File: src/hdl/rlkd_pkg.sv
package rlkd_pkg;

  localparam int unsigned KEY_COUNT = 8;
  localparam int unsigned KEY_W     = 3;
  localparam int unsigned BOUND_W   = 16;
  localparam int unsigned WIN_REGS  = 4;
  localparam int unsigned JITTER_W  = 16;
  localparam int unsigned STABLE_W  = 3;
  localparam int unsigned DATA_W    = 64;
  localparam int unsigned ADDR_W    = 6;
  localparam int unsigned IDX_LSB   = 3;

  localparam logic [JITTER_W-1:0] JITTER_RESET = 16'd100;
  localparam logic [STABLE_W-1:0] STABLE_RESET = 3'd5;

  localparam logic [DATA_W-1:0] WIN01_RESET = 64'd3377740952738206400;
  localparam logic [DATA_W-1:0] WIN23_RESET = 64'd4278476684032750080;
  localparam logic [DATA_W-1:0] WIN45_RESET = 64'd5516989602925133440;
  localparam logic [DATA_W-1:0] WIN67_RESET = 64'd6530315668370247200;

  typedef enum logic [2:0] {
    REG_JITTER = 3'd0,
    REG_STABLE = 3'd1,
    REG_WIN01  = 3'd2,
    REG_WIN23  = 3'd3,
    REG_WIN45  = 3'd4,
    REG_WIN67  = 3'd5
  } cfg_reg_e;

  typedef logic [WIN_REGS-1:0][DATA_W-1:0] windows_t;

  typedef struct packed {
    logic             hit;
    logic [KEY_W-1:0] key;
  } match_t;

endpackage

File: src/hdl/rlkd_match.sv
module rlkd_match (
  input  logic [rlkd_pkg::BOUND_W-1:0] value_i,
  input  rlkd_pkg::windows_t           windows_i,
  output rlkd_pkg::match_t             match_o
);

  logic [rlkd_pkg::BOUND_W-1:0] lo;
  logic [rlkd_pkg::BOUND_W-1:0] hi;

  // scan from the top key down so the lowest matching key wins
  always_comb begin
    match_o = '0;
    lo      = '0;
    hi      = '0;
    for (int k = rlkd_pkg::KEY_COUNT - 1; k >= 0; k--) begin
      lo = windows_i[k/2][(k%2)*32 +: rlkd_pkg::BOUND_W];
      hi = windows_i[k/2][(k%2)*32 + 16 +: rlkd_pkg::BOUND_W];
      if ((lo <= value_i) && (value_i <= hi)) begin
        match_o.hit = 1'b1;
        match_o.key = rlkd_pkg::KEY_W'(k);
      end
    end
  end

endmodule

File: src/hdl/resistor_ladder_key_decoder.sv
// Resistor-ladder key decoder. Takes one ADC sample beat per cycle (or a
// read-failure mark, which clears settling), waits until stable_reads samples
// in a row lie strictly closer than the jitter margin to a candidate, then
// matches the settled value against eight inclusive windows (lowest key wins)
// and emits a key index only on a transition from no-key to a key. A sample
// is registered on accept and processed once the output queue has room; the
// key it yields is registered in the output queue and then driven out;
// throughput is one sample per cycle, limited only by a two-entry output queue
// when the consumer stalls. Configuration is through an APB-style port with
// 64-bit registers at byte address 8*i; pready is always high.
module resistor_ladder_key_decoder #(
  parameter int unsigned SAMPLE_BITS = 16
) (
  input  logic                          clk_i,
  input  logic                          rst_ni,
  input  logic                          in_valid_i,
  output logic                          in_stall_o,
  input  logic [15:0]                   sample_i,
  input  logic                          read_failed_i,
  output logic                          out_valid_o,
  input  logic                          out_stall_i,
  output logic [rlkd_pkg::KEY_W-1:0]    key_index_o,
  input  logic                          psel,
  input  logic                          penable,
  input  logic                          pwrite,
  input  logic [rlkd_pkg::ADDR_W-1:0]   paddr,
  input  logic [rlkd_pkg::DATA_W-1:0]   pwdata,
  output logic [rlkd_pkg::DATA_W-1:0]   prdata,
  output logic                          pready
);

  logic [rlkd_pkg::JITTER_W-1:0] jitter_q;
  logic [rlkd_pkg::STABLE_W-1:0] stable_q;
  rlkd_pkg::windows_t            windows_q;
  rlkd_pkg::cfg_reg_e            reg_sel;
  logic                          cfg_wr;

  logic                          s0_valid_q, s0_valid_d;
  logic [SAMPLE_BITS-1:0]        s0_sample_q;
  logic                          s0_failed_q;
  logic                          accept, fire;

  logic [SAMPLE_BITS-1:0]        cand_q, cand_d, cand_n, diff;
  logic [rlkd_pkg::STABLE_W-1:0] agree_q, agree_d, agree_n;
  logic                          last_known_q, last_known_d;
  logic                          agree, settle, push, pop;
  rlkd_pkg::match_t              match;

  logic [1:0]                    ocnt_q, ocnt_d;
  logic [rlkd_pkg::KEY_W-1:0]    head_q, head_d, tail_q, tail_d;

  // configuration port
  assign pready  = 1'b1;
  assign reg_sel = rlkd_pkg::cfg_reg_e'(paddr[rlkd_pkg::ADDR_W-1:rlkd_pkg::IDX_LSB]);
  assign cfg_wr  = psel && penable && pwrite;

  always_comb begin
    unique case (reg_sel)
      rlkd_pkg::REG_JITTER: prdata = rlkd_pkg::DATA_W'(jitter_q);
      rlkd_pkg::REG_STABLE: prdata = rlkd_pkg::DATA_W'(stable_q);
      rlkd_pkg::REG_WIN01:  prdata = windows_q[0];
      rlkd_pkg::REG_WIN23:  prdata = windows_q[1];
      rlkd_pkg::REG_WIN45:  prdata = windows_q[2];
      rlkd_pkg::REG_WIN67:  prdata = windows_q[3];
      default:              prdata = '0;
    endcase
  end

  always_ff @(posedge clk_i or negedge rst_ni) begin
    if (!rst_ni) begin
      jitter_q     <= rlkd_pkg::JITTER_RESET;
      stable_q     <= rlkd_pkg::STABLE_RESET;
      windows_q[0] <= rlkd_pkg::WIN01_RESET;
      windows_q[1] <= rlkd_pkg::WIN23_RESET;
      windows_q[2] <= rlkd_pkg::WIN45_RESET;
      windows_q[3] <= rlkd_pkg::WIN67_RESET;
    end else if (cfg_wr) begin
      unique case (reg_sel)
        rlkd_pkg::REG_JITTER: jitter_q     <= pwdata[rlkd_pkg::JITTER_W-1:0];
        rlkd_pkg::REG_STABLE: stable_q     <= pwdata[rlkd_pkg::STABLE_W-1:0];
        rlkd_pkg::REG_WIN01:  windows_q[0] <= pwdata;
        rlkd_pkg::REG_WIN23:  windows_q[1] <= pwdata;
        rlkd_pkg::REG_WIN45:  windows_q[2] <= pwdata;
        rlkd_pkg::REG_WIN67:  windows_q[3] <= pwdata;
        default: ;
      endcase
    end
  end

  // input register; process a held beat whenever the output queue has room
  assign fire       = s0_valid_q && (ocnt_q != 2'd2);
  assign in_stall_o = s0_valid_q && !fire;
  assign accept     = in_valid_i && !in_stall_o;

  always_comb begin
    s0_valid_d = s0_valid_q;
    if (accept) begin
      s0_valid_d = 1'b1;
    end else if (fire) begin
      s0_valid_d = 1'b0;
    end
  end

  always_ff @(posedge clk_i) begin
    if (accept) begin
      s0_sample_q <= sample_i[SAMPLE_BITS-1:0];
      s0_failed_q <= read_failed_i;
    end
  end

  // settling
  always_comb begin
    diff    = (s0_sample_q >= cand_q) ? (s0_sample_q - cand_q) : (cand_q - s0_sample_q);
    agree   = rlkd_pkg::JITTER_W'(diff) < jitter_q;
    agree_n = agree ? (agree_q + rlkd_pkg::STABLE_W'(1)) : '0;
    cand_n  = agree ? cand_q : s0_sample_q;
    settle  = fire && !s0_failed_q && (agree_n >= stable_q);
  end

  rlkd_match u_match (
    .value_i   (rlkd_pkg::BOUND_W'(cand_n)),
    .windows_i (windows_q),
    .match_o   (match)
  );

  always_comb begin
    cand_d       = cand_q;
    agree_d      = agree_q;
    last_known_d = last_known_q;
    if (fire) begin
      if (s0_failed_q || settle) begin
        cand_d  = '0;
        agree_d = '0;
      end else begin
        cand_d  = cand_n;
        agree_d = agree_n;
      end
      if (settle) begin
        last_known_d = match.hit;
      end
    end
  end

  assign push = settle && match.hit && !last_known_q;
  assign pop  = out_valid_o && !out_stall_i;

  // two-entry output queue
  always_comb begin
    ocnt_d = ocnt_q;
    head_d = head_q;
    tail_d = tail_q;
    case (ocnt_q)
      2'd0: begin
        if (push) begin
          head_d = match.key;
          ocnt_d = 2'd1;
        end
      end
      2'd1: begin
        if (push && pop) begin
          head_d = match.key;
        end else if (push) begin
          tail_d = match.key;
          ocnt_d = 2'd2;
        end else if (pop) begin
          ocnt_d = 2'd0;
        end
      end
      default: begin
        if (pop) begin
          head_d = tail_q;
          ocnt_d = 2'd1;
        end
      end
    endcase
  end

  assign out_valid_o = (ocnt_q != 2'd0);
  assign key_index_o = head_q;

  always_ff @(posedge clk_i or negedge rst_ni) begin
    if (!rst_ni) begin
      s0_valid_q   <= 1'b0;
      cand_q       <= '0;
      agree_q      <= '0;
      last_known_q <= 1'b0;
      ocnt_q       <= 2'd0;
    end else begin
      s0_valid_q   <= s0_valid_d;
      cand_q       <= cand_d;
      agree_q      <= agree_d;
      last_known_q <= last_known_d;
      ocnt_q       <= ocnt_d;
    end
  end

  always_ff @(posedge clk_i) begin
    head_q <= head_d;
    tail_q <= tail_d;
  end

`ifndef SYNTHESIS
  a_ocnt_range: assert property (@(posedge clk_i) disable iff (!rst_ni)
    ocnt_q != 2'd3)
    else $error("output queue count out of range");

  a_settle_clears: assert property (@(posedge clk_i) disable iff (!rst_ni)
    settle |=> (cand_q == '0) && (agree_q == '0))
    else $error("settled reading did not clear candidate and count");

  a_push_sets_known: assert property (@(posedge clk_i) disable iff (!rst_ni)
    push |=> last_known_q && out_valid_o)
    else $error("emitted key did not mark key known");

  a_stall_held: assert property (@(posedge clk_i) disable iff (!rst_ni)
    in_stall_o |-> (ocnt_q == 2'd2) && s0_valid_q)
    else $error("input stalled without a full output queue");
`endif

endmodule
File: config.mk
export PLATFORM = sky130hd
export DESIGN_NAME = resistor_ladder_key_decoder
export DESIGN_NICKNAME = d
export VERILOG_FILES = /design/src/hdl/rlkd_pkg.sv /design/src/hdl/rlkd_match.sv /design/src/hdl/resistor_ladder_key_decoder.sv
export SDC_FILE = /design/constraint.sdc
export NUM_CORES = 1
export LEC_CHECK = 0
export BUFFER_PORTS_ARGS = -buffer_cell sky130_fd_sc_hd__buf_2
export CELL_PAD_IN_SITES_DETAIL_PLACEMENT = 1
export CELL_PAD_IN_SITES_GLOBAL_PLACEMENT = 2
export CORE_ASPECT_RATIO = 1.25
export CORE_MARGIN = 3
export CORE_UTILIZATION = 39
export DETAILED_ROUTE_END_ITERATION = 7
export PLACE_DENSITY_LB_ADDON = 0.3
export SYNTH_ARGS = -nofsm -noshare
export SYNTH_HDL_FRONTEND = slang
export SYNTH_SLANG_ARGS = --single-unit
File: constraint.sdc
create_clock -name clk_i -period 11.65 [get_ports clk_i]
set_input_delay 0 -clock clk_i [delete_from_list [all_inputs] [get_ports clk_i]]
set_output_delay 0 -clock clk_i [all_outputs]
set_load 0.01 [all_outputs]
# ---- Word level (Yosys, flattened, before mapping)
# Index checks and enable logic that the tools add are counted.
dict set report op_classes {
  multipliers 0
  n_lt_le_gt_ge 19
  eq_ne 11
  bitwise_logic 1
  reduce_logical 40
  n_mux 26
  addsub 3
  shifts 0
  n_div 0
}
# operator n
set op_table {}
lappend op_table {{case mux 64 bit (6 select lines)} 1}
lappend op_table {{less-or-equal comparator 16 bit} 16}
lappend op_table {{2-to-1 mux 16 bit} 3}
lappend op_table {{2-to-1 mux 4 bit} 8}
lappend op_table {{subtractor 16 bit} 2}
lappend op_table {{logical AND 1 bit} 19}
lappend op_table {{greater-or-equal comparator 16 bit} 1}
lappend op_table {{< comparator 16 bit} 1}
lappend op_table {{2-to-1 mux 3 bit} 5}
lappend op_table {{AND reduction 2 bit} 7}
lappend op_table {{2-to-1 mux 2 bit} 5}
lappend op_table {{!= test 2 bit, second input constant} 4}
lappend op_table {{== test 3 x 2 -> 1 bit, second input constant} 2}
lappend op_table {{== test 3 bit, second input constant} 2}
lappend op_table {{case mux 3 bit (2 select lines)} 1}
lappend op_table {{AND reduction 3 bit} 2}
lappend op_table {{logical NOT 1 bit} 5}
lappend op_table {{case mux 2 bit (2 select lines)} 1}
lappend op_table {{AND reduction 4 bit} 1}
lappend op_table {{nonzero test 2 bit} 2}
lappend op_table {{adder 3 x 1 -> 3 bit, second input constant} 1}
lappend op_table {{== test 3 x 1 -> 1 bit, second input constant} 1}
lappend op_table {{greater-or-equal comparator 3 bit} 1}
lappend op_table {{logical NOT 3 bit} 1}
lappend op_table {{7 further kinds} 8}
dict set report totals {
  register_bits 321
  ramBits 0
  romBits 0
  inputBits 94
  mem_count 0
  latchBits 0
  out_inout_bits 70
  word_cells 115
}

# ---- Logic depth before layout (Yosys ltp)
# Gate-level depths: netlist of run 1.
dict set report logic_depth {
  word_depth 19
  ltp_mapped 38
  mapped_depth_nobuf 35
}

# ---- By module
# Synthesis of run 1 repeated with hierarchy kept, for this count alone.
dict set report hier_totals {
  hier_cells 2032
  area_unflattened_um2 21770.9
}
# module seq_area_each_um2 cells_each n_inst area_each_um2
set modules_own_cells {}
lappend modules_own_cells {resistor_ladder_key_decoder 8265.4 1238 1 15655.0}
lappend modules_own_cells {rlkd_match 0.0 794 1 6115.9}

# ---- Worst setup path before layout of run 1
# No wires, ideal clock.
dict set report synth_timing {
  path_type {flip-flop to flip-flop}
  startpoint {register s0_sample_q[0]}
  endpoint {register tail_q[0] (netlist name) (enable)}
  t_required_ns 11.305
  n_path_buf 5
  arrival_ns 8.010
  slack_ns 3.295
  setup_time_ns 0.345
  path_stages_with_launch 38
  period_less_slack_ns 8.355
  path_cell_list {edfxtp_1 inv_1 ha_1 inv_1 fa_1 a21o_1 a21oi_1 nor2b_1 o21a_1 o21ai_0 a311oi_1 a31o_2 clkbuf_1 clkbuf_1 mux2_2 ha_1 a21bo_2 a211o_1 [2 not listed] nand2_1 buf_2 buf_1 nor2_1 a21oi_1 inv_1 ha_1 a21o_1 a21o_1 a21oi_1 nor2_1 a211oi_1 nor2_1 or4b_1 a311o_1 nand4_2 o211ai_1 nor3_1}
}
dict set report synth_between {
  elab_chain_cells 19
  elab_cells_between_ends 46
  classes_between {2 x add/sub; 19 x order compare; 11 x mux; 1 x bitwise; 13 x reduce/logical}
}
# element line_no
set synth_lines {}
lappend synth_lines {{from (decl)} resistor_ladder_key_decoder.sv:39} ;# logic [SAMPLE_BITS-1:0] s0_sample_q;
lappend synth_lines {{from (signal assigned)} resistor_ladder_key_decoder.sv:106} ;# s0_sample_q <= sample_i[SAMPLE_BITS-1:0];
lappend synth_lines {{subtractor 16 bit / greater-or-equal comparator 16 bit (equally long branches)} resistor_ladder_key_decoder.sv:113} ;# diff = (s0_sample_q >= cand_q) ? (s0_sample_q - cand_q) : (cand_q - s0_sample_q);
lappend synth_lines {{2-to-1 mux 16 bit} resistor_ladder_key_decoder.sv:113}
lappend synth_lines {{< comparator 16 bit} resistor_ladder_key_decoder.sv:114} ;# agree = rlkd_pkg::JITTER_W'(diff) < jitter_q;
lappend synth_lines {{2-to-1 mux 16 bit} resistor_ladder_key_decoder.sv:116} ;# cand_n = agree ? cand_q : s0_sample_q;
lappend synth_lines {{less-or-equal comparator 16 bit} rlkd_match.sv:18} ;# if ((lo <= value_i) && (value_i <= hi)) begin
lappend synth_lines {{logical AND 1 bit} rlkd_match.sv:18}
lappend synth_lines {{2-to-1 mux 4 bit (8 in a row)} rlkd_match.sv:18}
lappend synth_lines {{logical AND 1 bit (*) (2 in a row)} resistor_ladder_key_decoder.sv:144} ;# assign push = settle && match.hit && !last_known_q;
lappend synth_lines {{logical AND 1 bit} resistor_ladder_key_decoder.sv:160} ;# if (push && pop) begin
lappend synth_lines {{inverter 1 bit (no line)} n/a}
lappend synth_lines {{AND reduction 3 bit (no line) (*)} n/a}
lappend synth_lines {{to (signal assigned)} resistor_ladder_key_decoder.sv:199} ;# tail_q <= tail_d;
lappend synth_lines {{to (decl)} resistor_ladder_key_decoder.sv:50} ;# logic [rlkd_pkg::KEY_W-1:0] head_q, head_d, tail_q, tail_d;
# Every way passes the cells marked *; elsewhere a longest branch is shown, timed or not.
# A chain may end at the register's enable or synchronous reset.

# ---- Worst setup path after layout of run 1
# Same ends and word-level chain as after synthesis.

==> flow_summary.yaml, run 1 <==
global_routing:
  grt_pass1_vias: 20308
  grt.overflow.total: 0
  grt_pass1_wl_mm: 123
  grt_max_degree: 127
  antenna_found_initial: 4
  grt_use_total_pct: 26.9
synth:
  ys.flop_type: "dfrtp_1"
  syn_inst: 2304
  ys_types: 91
  syn_nets: 2677
  avgSynthCellArea_um2: 9.53
  synth_top_family_by_area: "compound AO/OA/AOI/OAI gates"
  synth-simple-area-share_pct: 10.6
  synth-async-reset-ratio_pct: 92.8
  synth_compound_area_share_pct: 20.0
  synth_edf_count: 23
  ys_seq_area_share_pct: 37.7
  synthAdderAreaFrac_pct: 16.2
  synth-xor-area-share_pct: 1.76
  synth_area_mm2: 0.0220
  synth-seq-cells: 321
  yosysWarningCount: 0
  synth.area.mux_share_pct: 8.13
timing:
  max_clock_freq_ghz: 0.101
  hold_viol: 0
  whs_ps: 83.4
  final.setup.worst_slack_ps: 1770
  rsz0062_at_grt: "no"
  worstMarginPinSlew_ps: 1090
  maxSlewViolCount: 0
  tns_ps: 0
  setup_viol: 0
  relSlewSlack_pct: 27.6
  period_minus_slack_ps: 9880
  finalCritPeriodShare_pct: 84.8
  finClkSkew_ps: 29.0
layout:
  seq_area_mm2: 0.00827
  areaGrowthSynthToFinish_pct: 17.2
  fin_nets: 2894
  drive_gt1_share_pct: 20.5
  final_common_cell: "ha_1"
  final_area_mm2: 0.0257
  multi_input_area_mm2: 0.0125
  fin_cells: 3288
  layout.cells.most_common_list: "ha_1, nand2_1, inv_1, o21ai_0, dfrtp_1"
  nFillCells: 6332
place:
  portBuffers: 159
  placed_cells: 3131
  gp_congestion: 0.876
  place_ws_ps: 1870
  place_area_mm2: 0.0236
  dp_hpwl_mm: 58.1
critical_path:
  crit_arrival_ps: 10100
  path_class: "reg -> reg"
  critPathSlowestCell: "a2111oi_0"
  r2r_slack_ps: 1770
  ff2ff_path_depth: 34
  r2r_end: "tail_q[0]$_DFFE_PP_"
  required_ps: 11860
  worstPathMaxFanout: 21
  worstSetupEndpointType: "flop"
  r2r-start: "s0_sample_q[0]$_DFFE_PP_"
  worstSetupStartpointType: "flop"
  slowest_delay_ps: 750
cts:
  cts_sinks: 321
  post_cts_buffers: 0
  cts.path.max_buffers: 3
  cts_root_buf: "clkbuf_16"
  tritoncts: "built"
  clkSlewWorstSetupHoldPaths_ps: 60
  clk_latency_ps: 570
  numCtsBuffers: 39
  cts_resized: 0
  cts-htree-levels: 2
power:
  power_per_cell_area_mw_per_mm2: 287
  p_leak_nw: 12.4
  peakVddDrop_mv: 0.138
detailed_routing:
  wl_per_cell_um: 24.4
  routed_wl_mm: 80.3
  dr.pass1.iters: 5
  drt-initial-drc-count: 941
  drc: 0
  routed_via_density: 5.75
  ant_nets: 0
  via_count: 18893
floorplan:
  die_area_mm2: 0.0592
  io_pins: 164
  die_h_um: 271
  core-area_mm2: 0.0553
  die_w_um: 218
  rows: 96
  start_util_pct: 39.7
hold_path:
  hold_class: "in -> async"
flow_run:
  max_cap_violations: 0
run_status:
  outcome: "finished clean"
Yosys cell counts, drive strengths merged (5+ instances only):
master / n / area (µm²)
clkbuf: 75 / 283
a221o: 18 / 180
nor2b: 16 / 115
a311oi: 5 / 50.0
a31oi: 9 / 56.3
o21bai: 12 / 90.1
nand2: 259 / 972
nand2b: 10 / 62.6
and3: 8 / 50.1
buf: 25 / 126
nand4: 43 / 275
xor2: 12 / 105
nor2: 80 / 318
or3: 6 / 42.5
a21o: 97 / 728
inv: 219 / 825
mux2: 139 / 1570
nor3: 25 / 141
o21a: 10 / 75.1
edfxtp: 23 / 691
dfstp: 94 / 2470
nor4: 8 / 50.1
a211oi: 13 / 97.6
a22oi: 100 / 751
o21ai: 224 / 1120
a21oi: 117 / 616
ha: 277 / 3470
nand3b: 6 / 45.0
dfrtp: 204 / 5100
o31ai: 9 / 72.6
and4: 7 / 61.3
nand3: 24 / 120
mux2i: 22 / 220
xnor2: 32 / 280
o211ai: 7 / 52.6
power breakdown:
group          switching (mW)  total (mW)  internal (mW)
Clock                   0.509        1.26          0.752
Sequential              0.209        1.63           1.42
Combinational            2.81        4.48           1.68
Total                    3.52        7.38           3.85
layer usage:
| layer | up-vias | part of all wire [%] | GRT usage [%] |
|---|---|---|---|
| met3 | 124 | 3.4 | 2.91 |
| met2 | 378 | 51 | 48.7 |
| met4 | 4 | 3.8 | 10.0 |
| met1 | 9669 | 42 | 32.7 |
| li1 | 8718 | - | - |
| met5 | - | 0.029 | 0 |
registers in the layout, indices dropped and copies added (netlist names):
signal	cells
jitter_q	16
key_index_o	3
s0_valid_q	1
last_known_q	1
cand_q	16
s0_sample_q	16
ocnt_q	2
windows_q	256
agree_q	3
s0_failed_q	1
tail_q	3
stable_q	3
worst max path at each step:
stage / slack (ps) / cells after the start / end / start
2_1_floorplan: 3290 / 37 / tail_q[0]$_DFFE_PP_ / s0_sample_q[0]$_DFFE_PP_
3_3_place_gp: 2020 / 34 / tail_q[0]$_DFFE_PP_ / s0_sample_q[0]$_DFFE_PP_
3_5_place_dp: 1870 / 34 / tail_q[2]$_DFFE_PP_ / s0_sample_q[0]$_DFFE_PP_
4_1_cts: 1830 / 34 / tail_q[2]$_DFFE_PP_ / s0_sample_q[0]$_DFFE_PP_
5_1_grt: 1220 / 34 / tail_q[1]$_DFFE_PP_ / s0_sample_q[0]$_DFFE_PP_
6_report: 1770 / 34 / tail_q[0]$_DFFE_PP_ / s0_sample_q[0]$_DFFE_PP_
critical path, delay by kind of cell, from the launching register on:
| family | cells | cell delay [ps] |
|---|---|---|
| xor+xnor | 1 | 200 |
| simple gates | 6 | 1400 |
| flops | 1 | 520 |
| mux | 1 | 210 |
| buf+inv | 4 | 950 |
| compound gates | 18 | 5010 |
| fa+ha+maj | 4 | 1250 |
metrics by stage:
step | total power, mW | util, %
2_1_floorplan | 4.47 | -
3_3_place_gp | 5.87 | 42.7
3_5_place_dp | 6.05 | 42.7
4_1_cts | 7.39 | 46.6
5_1_grt | 7.96 | 46.6
6_report | 7.38 | 46.6
cell type report:
cell class                      instances  share of cell area (%)
Multi-Input combinational cell       1664                    48.6
Sequential cell                       321                    32.1
Timing Repair Buffer                  276                    7.36
Clock buffer                           57                    4.45
Tap cell                              735                    3.57
Inverter                              219                    3.20
Clock inverter                         14                   0.632
Antenna cell                            2                  0.0195
logic make-up after synthesis:
group	after synthesis
other cells	1
compound gates	672
buf+inv	319
xor+xnor	44
mux	161
fa+ha+maj	283
simple gates	503
flops	321
repair_timing:
item | 4_1_cts | 5_1_grt
hold endpoints to repair | 379 | 0
setup endpoints to repair | 0 | 0
hold buffers | 84 | 0
Power figures use the tool's default switching activity.
==> run 2, diff against run 1 <==
- CORE_UTILIZATION: 39 -> 36
- clock period: 11.65 -> 8.6 ns (I/O delays scaled with it)
==> run 2 against run 1 <==
Routed wire length up 4.7%. Clock skew decreased by 3.1 ps. Maximum frequency rose by 22%. Global-route usage shrank 0.74 points. Final area up 2.4%. Critical path type unchanged.
==> flow_summary.yaml, run 2 (synthesis results as in run 1) <==
run_status:
  outcome: "finished clean"
cts:
  cts.path.max_buffers: 3
  tritoncts: "built"
  cts-htree-levels: 2
  cts_root_buf: "clkbuf_16"
  cts_sinks: 321
  numCtsBuffers: 39
  clk_latency_ps: 570
  clkSlewWorstSetupHoldPaths_ps: 60
place:
  portBuffers: 159
  placed_cells: 3185
  gp_congestion: 0.880
  dp_hpwl_mm: 61.2
hold_path:
  hold_class: "in -> async"
global_routing:
  antenna_found_initial: 0
  grt.overflow.total: 0
  grt_pass1_wl_mm: 127
  grt_use_total_pct: 26.2
  grt_max_degree: 79
  grt_pass1_vias: 20559
flow_run:
  max_cap_violations: 0
layout:
  fin_nets: 2943
  diodes: 0
  layout.cells.most_common_list: "ha_1, nand2_1, o21ai_0"
  final_common_cell: "ha_1"
  largest_register_ffs: 256
  areaGrowthSynthToFinish_pct: 20.0
  largest-register: "windows_q"
  fin_cells: 3366
  drive_gt1_share_pct: 22.6
critical_path:
  crit_path_end: "key_index_o[0]$_DFFE_PP_"
  worstPathMaxFanout: 12
  worstSetupStartpointType: "flop"
  slowest_delay_ps: 530
  r2r_slack_ps: 470
  critPathLaunch: "s0_sample_q[0]$_DFFE_PP_"
  ff2ff_path_depth: 35
  crit_arrival_ps: 8420
  r2r_end: "key_index_o[0]$_DFFE_PP_"
  path_class: "reg -> reg"
  r2r-start: "s0_sample_q[0]$_DFFE_PP_"
  worstSetupEndpointType: "flop"
  critPathSlowestCell: "or4b_1"
  required_ps: 8890
timing:
  max_clock_freq_ghz: 0.123
  setup_viol: 0
  maxSlewViolCount: 0
  period_minus_slack_ps: 8130
  hold_viol: 0
  rsz0062_at_grt: "no"
  finClkSkew_ps: 25.9
  whs_ps: 3.73
  finalCritPeriodShare_pct: 94.6
  worstMarginPinSlew_ps: 1150
  relSlewSlack_pct: 23.0
detailed_routing:
  via_count: 19309
  routed_via_density: 5.74
  routed_wl_mm: 84.0
  wl_per_cell_um: 25.0
  dr.pass1.iters: 7
  wl_met3_mm: 3.08
  top_layer: "met4"
  ant_nets: 0
  drc: 0
  wl_met1_mm: 35.4
  wl_met2_mm: 41.9
  drt-initial-drc-count: 1009
floorplan:
  core-area_mm2: 0.0599
  die_w_um: 227
  die_area_mm2: 0.0640
  io_pins: 164
  die_h_um: 282
  rows: 100
  start_util_pct: 36.6
power:
  power_mw: 10.5
  power_frac_seq_pct: 21.0
  switching_share_pct: 46.9
  combPwrFrac_pct: 62.2
  p_leak_nw: 12.6
  clockPowerShare_pct: 16.8
  power_per_cell_area_mw_per_mm2: 400
  switching_power_mw: 4.93
  intPower_mw: 5.59
  peakVddDrop_mv: 0.187
==> run 2: cell types whose count changed in the layout (fill, tap and decap cells not counted), sizes merged <==
cell / before / now
buf: 192 / 236
bufinv: 3 / 5
clkbuf: 57 / 54
clkinv: 9 / 10
clkinvlp: 1 / 8
diode: 2 / 0
dlygate4sd3: 84 / 89
inv: 220 / 214
==> run 2: power by group through the flow <==
stage	registers (mW)	clock network, mW	logic, mW
global route	2.24	1.88	7.22
floorplan	2.12	0	3.95
global placement	2.20	0	5.92
finish	2.21	1.77	6.55
detailed placement	2.22	0	6.17
CTS	2.20	1.81	6.26
==> run 2: what timing repair did <==
item | in CTS | in global routing
pin swaps | 0 | 3
gates resized for setup | 1 | 29
endpoints found under the setup margin | 6 | 14
hold endpoints to repair | 372 | 0
buffers inserted | 0 | 20
hold buffers | 89 | 0
==> run 2: worst min-delay path by stage <==
stage / slack, ps / endpoint / cells past startpoint / start
floorplan: -300 / agree_q[0]$_DFFE_PN0P_ / 0 / rst_ni
global placement: 10 / jitter_q[10]$_DFFE_PN0P_ / 1 / rst_ni
detailed placement: 20 / jitter_q[10]$_DFFE_PN0P_ / 1 / rst_ni
CTS: 5 / jitter_q[10]$_DFFE_PN0P_ / 2 / rst_ni
global route: 40 / jitter_q[10]$_DFFE_PN0P_ / 2 / rst_ni
finish: 4 / jitter_q[10]$_DFFE_PN0P_ / 2 / rst_ni
==> run 2: cell type report <==
cell class              count  area (µm²)
flip-flops and latches    321        8270
repair buffers            325        2340
well taps                 765         957
inverters                 219         847
fillers                  6807       33600
clock buffers              54        1100
multi-input cells        1664       12600
clock inverters            18         231
==> run 2: routing by layer <==
layer  up-vias  track usage, %
li1       8820               -
met1      9929            32.3
met2       419            46.4
met3       141            3.10
met4         0            10.5
met5         -               0
==> run 2: metrics by stage <==
stage          area (µm²)  setup WS (ps)  utilization [%]  TNS (ps)
2_1_floorplan       22000            245                -         0
3_3_place_gp        23800            160             39.8         0
3_5_place_dp        23800          -13.3             39.8     -61.5
4_1_cts             26100           10.4             43.5         0
5_1_grt             26300           21.5             44.0         0
6_report            26300            467             44.0         0
==> run 2: critical path, delay by kind of cell (launching register included) <==
kind | cells | cell delay, ps
compound gates | 18 | 3970
fa+ha+maj | 4 | 1100
buf+inv | 6 | 990
simple gates | 5 | 930
flops | 1 | 390
xor+xnor | 1 | 290
mux | 1 | 190
